==> src/rtl/core/u8sb_pkg.sv <==
// ----------------------------------------------------------------------------
// u8sb_pkg
// Shared types and codes of the UTF-8 to single-byte transcoder.
// ----------------------------------------------------------------------------
package u8sb_pkg;

	// Kind of multi-byte sequence in progress.
	localparam logic [1:0] KIND_NONE  = 2'd0;
	localparam logic [1:0] KIND_DROP  = 2'd1;
	localparam logic [1:0] KIND_THREE = 2'd2;
	localparam logic [1:0] KIND_TWO   = 2'd3;

	// Configuration register indexes.
	localparam logic REG_REPLACEMENT = 1'b0;
	localparam logic REG_BULLET      = 1'b1;

	localparam logic [7:0] REPLACEMENT_RESET = 8'h3F;
	localparam logic [7:0] BULLET_RESET      = 8'h95;

	// Lead byte thresholds and the bullet sequence.
	localparam logic [7:0] LEAD_FOUR  = 8'hF0;
	localparam logic [7:0] LEAD_THREE = 8'hE0;
	localparam logic [7:0] LEAD_TWO   = 8'hC0;
	localparam logic [7:0] BULLET_B0  = 8'hE2;
	localparam logic [7:0] BULLET_B1  = 8'h80;
	localparam logic [7:0] BULLET_B2  = 8'hA2;

	typedef struct packed {
		logic [1:0] kind;
		logic [1:0] bytes_left;
		logic [4:0] lead_bits;
		logic       bullet_match;
	} seq_t;

	typedef struct packed {
		logic [7:0] out_byte;
		logic       byte_valid;
		logic       end_of_string;
		logic       bad_sequence;
	} res_t;

	localparam seq_t SEQ_IDLE = '{kind: KIND_NONE, bytes_left: 2'd0,
		lead_bits: 5'd0, bullet_match: 1'b0};

endpackage

==> src/rtl/core/u8sb_decode.sv <==
// ----------------------------------------------------------------------------
// u8sb_decode
// Next sequence state and result for one byte, purely combinational.
// ----------------------------------------------------------------------------
module u8sb_decode (
	input  u8sb_pkg::seq_t seq,
	input  logic [7:0]     in_byte,
	input  logic           in_last,
	input  logic [7:0]     replacement_code,
	input  logic [7:0]     bullet_code,
	output u8sb_pkg::seq_t seq_next,
	output logic           has_result,
	output u8sb_pkg::res_t res
);

	logic [1:0] left_dec;
	logic       match_next;

	assign left_dec = seq.bytes_left - 2'd1;
	assign match_next = seq.bullet_match &&
		((seq.bytes_left == 2'd2) ? (in_byte == u8sb_pkg::BULLET_B1)
		                          : (in_byte == u8sb_pkg::BULLET_B2));

	always_comb begin
		seq_next   = seq;
		has_result = 1'b0;
		res        = '{out_byte: 8'd0, byte_valid: 1'b0,
			end_of_string: in_last, bad_sequence: 1'b0};
		case (seq.kind)
			u8sb_pkg::KIND_DROP: begin
				seq_next.bytes_left = left_dec;
				if (left_dec == 2'd0) begin
					seq_next = u8sb_pkg::SEQ_IDLE;
				end
				has_result = in_last;
			end
			u8sb_pkg::KIND_THREE: begin
				seq_next.bytes_left   = left_dec;
				seq_next.bullet_match = match_next;
				if (left_dec == 2'd0) begin
					has_result     = 1'b1;
					res.byte_valid = 1'b1;
					res.out_byte   = match_next ? bullet_code : replacement_code;
					seq_next       = u8sb_pkg::SEQ_IDLE;
				end else if (in_last) begin
					has_result     = 1'b1;
					res.byte_valid = 1'b1;
					res.out_byte   = replacement_code;
				end
			end
			u8sb_pkg::KIND_TWO: begin
				// The code point fits in a byte only when the top three lead bits are zero.
				has_result     = 1'b1;
				res.byte_valid = 1'b1;
				res.out_byte   = (seq.lead_bits[4:2] == 3'd0) ?
					{seq.lead_bits[1:0], in_byte[5:0]} : replacement_code;
				seq_next       = u8sb_pkg::SEQ_IDLE;
			end
			default: begin
				if (in_byte >= u8sb_pkg::LEAD_FOUR) begin
					has_result          = 1'b1;
					res.byte_valid      = 1'b1;
					res.out_byte        = replacement_code;
					seq_next.kind       = u8sb_pkg::KIND_DROP;
					seq_next.bytes_left = 2'd3;
				end else if (in_byte >= u8sb_pkg::LEAD_THREE) begin
					if (in_last) begin
						has_result     = 1'b1;
						res.byte_valid = 1'b1;
						res.out_byte   = replacement_code;
					end else begin
						seq_next.kind         = u8sb_pkg::KIND_THREE;
						seq_next.bytes_left   = 2'd2;
						seq_next.bullet_match = (in_byte == u8sb_pkg::BULLET_B0);
					end
				end else if (in_byte >= u8sb_pkg::LEAD_TWO) begin
					if (in_last) begin
						has_result       = 1'b1;
						res.bad_sequence = 1'b1;
					end else begin
						seq_next.kind       = u8sb_pkg::KIND_TWO;
						seq_next.bytes_left = 2'd1;
						seq_next.lead_bits  = in_byte[4:0];
					end
				end else begin
					has_result     = 1'b1;
					res.byte_valid = 1'b1;
					res.out_byte   = in_byte;
				end
			end
		endcase
		// A final byte always leaves the sequence state idle.
		if (in_last) begin
			seq_next = u8sb_pkg::SEQ_IDLE;
		end
	end

endmodule

==> src/rtl/core/u8sb_out_stage.sv <==
// ----------------------------------------------------------------------------
// u8sb_out_stage
// One-deep result register that holds an item until the sink takes it.
// ----------------------------------------------------------------------------
module u8sb_out_stage (
	input  logic           clk,
	input  logic           arst_n,
	input  logic           load,
	input  u8sb_pkg::res_t load_data,
	input  logic           take,
	output logic           can_load,
	output logic           out_valid,
	output u8sb_pkg::res_t out_data
);

	logic           valid_q;
	u8sb_pkg::res_t data_q;

	assign can_load  = !valid_q || take;
	assign out_valid = valid_q;
	assign out_data  = data_q;

	always_ff @(posedge clk or negedge arst_n) begin
		if (!arst_n) begin
			valid_q <= 1'b0;
		end else if (load) begin
			valid_q <= 1'b1;
		end else if (take) begin
			valid_q <= 1'b0;
		end
	end

	always_ff @(posedge clk) begin
		if (load) begin
			data_q <= load_data;
		end
	end

endmodule

==> src/rtl/core/utf8_to_single_byte_transcoder.sv <==
// ----------------------------------------------------------------------------
// utf8_to_single_byte_transcoder
// Converts a UTF-8 byte stream into single-byte codes, one result at most
// for each input byte.
//
//   Channel  Direction  Handshake          Payload
//   s_*      in         s_tvalid/s_tready  tdata=in_byte, tlast=in_last
//   m_*      out        m_tvalid/m_tready  tdata=out_byte, tlast=end_of_string,
//                                          tuser={bad_sequence, byte_valid}
//   cfg_*    in         cfg_we             cfg_index, cfg_data
//
// One item per cycle sustained while m_tready stays high. An accepted byte sits
// in the input register, where the sequence decoder forms its result and the
// next sequence state; the result goes to the output register. A stall on m_tready
// holds the input register only when it has a result to hand on, so bytes
// that give no result keep flowing. Reset clears both registers, the sequence
// state and the configuration registers to their defaults.
// ----------------------------------------------------------------------------
module utf8_to_single_byte_transcoder (
	input  logic       clk,
	input  logic       arst_n,
	input  logic       s_tvalid,
	output logic       s_tready,
	input  logic [7:0] s_tdata,   // [7:0] in_byte
	input  logic       s_tlast,
	output logic       m_tvalid,
	input  logic       m_tready,
	output logic [7:0] m_tdata,   // [7:0] out_byte
	output logic       m_tlast,
	output logic [1:0] m_tuser,   // [0] byte_valid, [1] bad_sequence
	input  logic       cfg_we,
	input  logic       cfg_index,
	input  logic [7:0] cfg_data
);

	logic           valid_s1;
	logic [7:0]     byte_s1;
	logic           last_s1;
	logic [7:0]     replacement_q;
	logic [7:0]     bullet_q;
	u8sb_pkg::seq_t seq_q;
	u8sb_pkg::seq_t seq_next;
	u8sb_pkg::res_t res;
	u8sb_pkg::res_t out_data;
	logic           has_result;
	logic           can_load;
	logic           s1_adv;

	assign s1_adv   = valid_s1 && (!has_result || can_load);
	assign s_tready = !valid_s1 || s1_adv;

	always_ff @(posedge clk or negedge arst_n) begin
		if (!arst_n) begin
			valid_s1 <= 1'b0;
		end else if (s_tready) begin
			valid_s1 <= s_tvalid;
		end
	end

	always_ff @(posedge clk) begin
		if (s_tvalid && s_tready) begin
			byte_s1 <= s_tdata;
			last_s1 <= s_tlast;
		end
	end

	always_ff @(posedge clk or negedge arst_n) begin
		if (!arst_n) begin
			replacement_q <= u8sb_pkg::REPLACEMENT_RESET;
			bullet_q      <= u8sb_pkg::BULLET_RESET;
		end else if (cfg_we) begin
			case (cfg_index)
				u8sb_pkg::REG_REPLACEMENT: replacement_q <= cfg_data;
				u8sb_pkg::REG_BULLET:      bullet_q      <= cfg_data;
				default: begin
				end
			endcase
		end
	end

	always_ff @(posedge clk or negedge arst_n) begin
		if (!arst_n) begin
			seq_q <= u8sb_pkg::SEQ_IDLE;
		end else if (s1_adv) begin
			seq_q <= seq_next;
		end
	end

	u8sb_decode u_decode (
		.seq              (seq_q),
		.in_byte          (byte_s1),
		.in_last          (last_s1),
		.replacement_code (replacement_q),
		.bullet_code      (bullet_q),
		.seq_next         (seq_next),
		.has_result       (has_result),
		.res              (res)
	);

	u8sb_out_stage u_out (
		.clk       (clk),
		.arst_n    (arst_n),
		.load      (s1_adv && has_result),
		.load_data (res),
		.take      (m_tready),
		.can_load  (can_load),
		.out_valid (m_tvalid),
		.out_data  (out_data)
	);

	assign m_tdata    = out_data.out_byte;
	assign m_tlast    = out_data.end_of_string;
	assign m_tuser[0] = out_data.byte_valid;
	assign m_tuser[1] = out_data.bad_sequence;

	// An error result marks the end of the string and carries no character.
	a_bad_is_final: assert property (@(posedge clk) disable iff (!arst_n)
		m_tvalid && m_tuser[1] |-> m_tlast && !m_tuser[0])
		else $error("bad_sequence result without end of string or with a character");

	// A result without a character carries a zero code.
	a_empty_zero: assert property (@(posedge clk) disable iff (!arst_n)
		m_tvalid && !m_tuser[0] |-> m_tdata == 8'd0)
		else $error("nonzero code on a result without a character");

	// The decoder never leaves a sequence pending after a final byte.
	a_last_clears: assert property (@(posedge clk) disable iff (!arst_n)
		s1_adv && last_s1 |=> seq_q.kind == u8sb_pkg::KIND_NONE)
		else $error("sequence state not idle after final byte");

	// Back pressure on the input only comes from a held byte.
	a_ready_reason: assert property (@(posedge clk) disable iff (!arst_n)
		!s_tready |-> valid_s1 && has_result && m_tvalid && !m_tready)
		else $error("input stalled without a blocked result");

endmodule

==> config.mk <==
export PLATFORM = sky130hd
export DESIGN_NAME = utf8_to_single_byte_transcoder
export DESIGN_NICKNAME = d
export VERILOG_FILES = /design/src/rtl/core/u8sb_pkg.sv /design/src/rtl/core/u8sb_decode.sv /design/src/rtl/core/u8sb_out_stage.sv /design/src/rtl/core/utf8_to_single_byte_transcoder.sv
export SDC_FILE = /design/constraint.sdc
export NUM_CORES = 1
export LEC_CHECK = 0
export ABC_AREA = 1
export BUFFER_PORTS_ARGS = -buffer_cell sky130_fd_sc_hd__buf_4
export CAP_MARGIN = 5
export CORE_MARGIN = 2
export CORE_UTILIZATION = 55
export CTS_BUF_LIST = sky130_fd_sc_hd__clkbuf_8
export DETAILED_ROUTE_END_ITERATION = 6
export GPL_TIMING_DRIVEN = 0
export PLACE_DENSITY_LB_ADDON = 0.08
export SLEW_MARGIN = 10
export SYNTH_ARGS = -nofsm -noshare
export SYNTH_HDL_FRONTEND = slang
export SYNTH_SLANG_ARGS = --single-unit
==> constraint.sdc <==
create_clock -name clk -period 2.35 [get_ports clk]
set_input_delay 0.235 -clock clk [delete_from_list [all_inputs] [get_ports clk]]
set_output_delay 0.235 -clock clk [all_outputs]
set_load 0.005 [all_outputs]
==> results.sh <==
export IMPL_fin_crit_ns=2.16
export IMPL_synth_area_um2=2570
export IMPL_drt_initial_drc_count=128
export IMPL_worstRegToRegCells=9
export IMPL_crit_path_max_fanout=7
export IMPL_p_total_uw=2950
export IMPL_layout_commonest_cell="nand2_1"
export IMPL_postRouteAntennaNets=0
export IMPL_root_buffer="clkbuf_8"
export IMPL_n_fill_cell=397
export IMPL_drv_slew=0
export IMPL_crit_required_ns=2.12
export IMPL_final_cells=423
export IMPL_grt_pass1_wl_um=9510
export IMPL_drv_cap=0
export IMPL_drive_above_1_share_pct=18.9
export IMPL_clkTransAtPathRegs_ns=0.09
export IMPL_fin_hold_ws_ns=0.108
export IMPL_fin_crit_sh_pct=92.1
export IMPL_crit_chain="inv_1 > ha_1 > inv_1 > nand2_1 > nor2_2 > nor2_2 > nand3_4 > nor2_2 > inv_1 > buf_4"
export IMPL_max_slew_margin_pct=70.3
export IMPL_area_growth_pct=17.5
export IMPL_postCtsSetupRepairBufs=0
export IMPL_overflow=0
export IMPL_avgSynthCellArea_um2=7.87
export IMPL_ys_seq_area_share_pct=51.0
export IMPL_first_pass_iters=4
export IMPL_clkSinkCount=48
export IMPL_swShare_pct=36.2
export IMPL_drt_total_wl_um=5600
export IMPL_via_per_inst=5.20
export IMPL_timing_rr_start="seq_q[7]"
export IMPL_grt_pass1_vias=2008
export IMPL_status="finished clean"
export IMPL_wl_per_cell_um=13.2
export IMPL_num_rows=24
export IMPL_die_h_um=72.4
export IMPL_internal_power_uw=1880
export IMPL_cp_data_arrival_time_ns=1.93
export IMPL_reg2reg_slack_ns=0.27
export IMPL_synth_seq_cells=48
export IMPL_yosys_warnings=0
export IMPL_whs_path_depth=1
export IMPL_synth_fp_nets=352
export IMPL_seqPwrFrac_pct=43.4
export IMPL_die_area_um2=5240
export IMPL_port_buffers=35
export IMPL_fin_util_pct=68.0
export IMPL_setup_viol=0
export IMPL_tns_ns=0
export IMPL_clkPwrFrac_pct=19.5
export IMPL_reg2reg_to="u_out.out_data[6]"
export IMPL_via_count=2201
export IMPL_min_to="last_s1"
export IMPL_drc=0
export IMPL_track_usage_pct=23.7
export IMPL_dp_hpwl_um=4340
export IMPL_fin_worst_skew_ns=0.00767
export IMPL_finalNetCount=395
export IMPL_ys_types=29
export IMPL_min_path_type="input port to register"
export IMPL_antenna_cells=0
export IMPL_worst_skew_pair_late_latency_ns=0.30
export IMPL_htreeDepth=2
export IMPL_path_class="register to primary output"
export IMPL_fmax_ghz=0.462
export IMPL_core_area_um2=4440
export IMPL_post_synth_inst_count=327
export IMPL_die_w_um=72.4
export IMPL_cpPeakStageDelay_ns=0.42
export IMPL_finalHoldViolations=0
export IMPL_dp_cells=414
export IMPL_ir_drop_mv=0.588
export IMPL_crit_slowest_cell="dfrtp_1"
export IMPL_power_frac_comb_pct=37.1
export IMPL_grt_max_degree=29
export IMPL_cp_start_kind="register"
export IMPL_start_util_pct=57.9
export IMPL_rsz0062_at_grt="false"
export IMPL_leakagePower_uw=0.00152
export IMPL_p_sw_uw=1070
export IMPL_hold_start="s_tlast"
export IMPL_cts_buffers_inserted=5
export IMPL_io_pins=36
export IMPL_crit_path_end_kind="primary output"
export IMPL_gp_congestion=0.912
export IMPL_final_cell_mix="98 x nand2_1, 58 x inv_1, 37 x buf_4"
export IMPL_antenna_found_initial=0
export IMPL_power_density_nw_per_um2=974
export IMPL_worst_pin_slew_ns=0.445
export IMPL_cts_tree="built"
export IMPL_clockBufferDepth=2
-- stage by stage --
step                      setup WS (ns)  area (um2)
after floorplan                   0.415        2570
after global placement            0.110        2900
after detailed placement         0.0934        2900
after CTS                        0.0674        3020
after global routing             0.0192        3020
final                             0.186        3020
-- repair_timing --
item	4_1_cts	5_1_grt
setup endpoints to repair	0	9
endpoints found under the hold margin	18	0
hold buffers	1	0
gates resized for setup	0	2
-- layer usage --
| metal | wire [um] | part of all wire [%] | vias up | GRT usage (%) |
|---|---|---|---|---|
| li1 | - | - | 1131 | - |
| met1 | 2610 | 47 | 992 | 33.5 |
| met2 | 2590 | 46 | 73 | 38.0 |
| met3 | 324 | 5.8 | 5 | 4.17 |
| met4 | 66 | 1.2 | 0 | 6.17 |
| met5 | 0 | 0 | - | 0 |
-- critical path: cells and delay by family (launching register included) --
kind,cells,cell delay [ns]
and+or+nand+nor,5,0.62
DFF,1,0.42
buffers and inverters,4,0.40
adders and majority gates,1,0.20
-- power groups by stage --
stage / registers [uW] / clock network, uW / logic, uW
2_1_floorplan: 1270 / 0 / 714
3_3_place_gp: 1280 / 0 / 1060
3_5_place_dp: 1300 / 0 / 1080
4_1_cts: 1280 / 584 / 1090
5_1_grt: 1300 / 615 / 1250
6_report: 1280 / 574 / 1090
-- cells in the mapped netlist, drive strengths merged --
cell / number / area (um2)
nand2: 100 / 380
inv: 58 / 220
nor2: 39 / 166
o21ai: 32 / 164
edfxtp: 20 / 601
dfrtp: 18 / 450
nand3: 13 / 87.6
a21oi: 11 / 55.1
dfstp: 10 / 263
o211ai: 5 / 37.5
nand4: 4 / 31.3
nor3: 3 / 15.0
a22oi: 2 / 15.0
buf: 2 / 15.0
clkbuf: 2 / 7.51
ha: 2 / 25.0
nand3b: 2 / 15.0
o22ai: 2 / 12.5
a31oi: 1 / 6.26
nor4: 1 / 6.26
-- state kept, by name, indices dropped and copies added (netlist names) --
signal	cells
bullet_q	8
last_s1	1
u_out.out_data	11
seq_q	10
u_out.out_valid	1
replacement_q	8
valid_s1	1
byte_s1	8
-- cell type report --
cell class / count / area [um2] / area share, %
clock inverter: 3 / 38.8 / 1.28
clock buffer: 5 / 68.8 / 2.28
timing repair buffer: 36 / 273 / 9.02
sequential: 48 / 1310 / 43.4
inverter: 58 / 220 / 7.28
multi-input combinational: 217 / 1020 / 33.8
tap: 52 / 65.1 / 2.15
buffer: 4 / 22.5 / 0.745
-- logic make-up after synthesis --
| group | after synthesis | synth area share [%] |
|---|---|---|
| compound gates | 53 | 11.3 |
| fa+ha+maj | 2 | 0.972 |
| buf+inv | 62 | 9.43 |
| flops | 48 | 51.0 |
| simple gates | 162 | 27.3 |
-- worst max path at each step --
stage | slack, ns | to | startpoint
global placement | 0.11 | byte_s1[1] | seq_q[6]
global route | 0.02 | s_tready | seq_q[7]
CTS | 0.07 | byte_s1[7] | seq_q[7]
detailed placement | 0.09 | byte_s1[1] | seq_q[7]
finish | 0.19 | s_tready | seq_q[7]
floorplan | 0.42 | byte_s1[0] | seq_q[6]
Note: power is estimated with default switching activity, not from simulation.
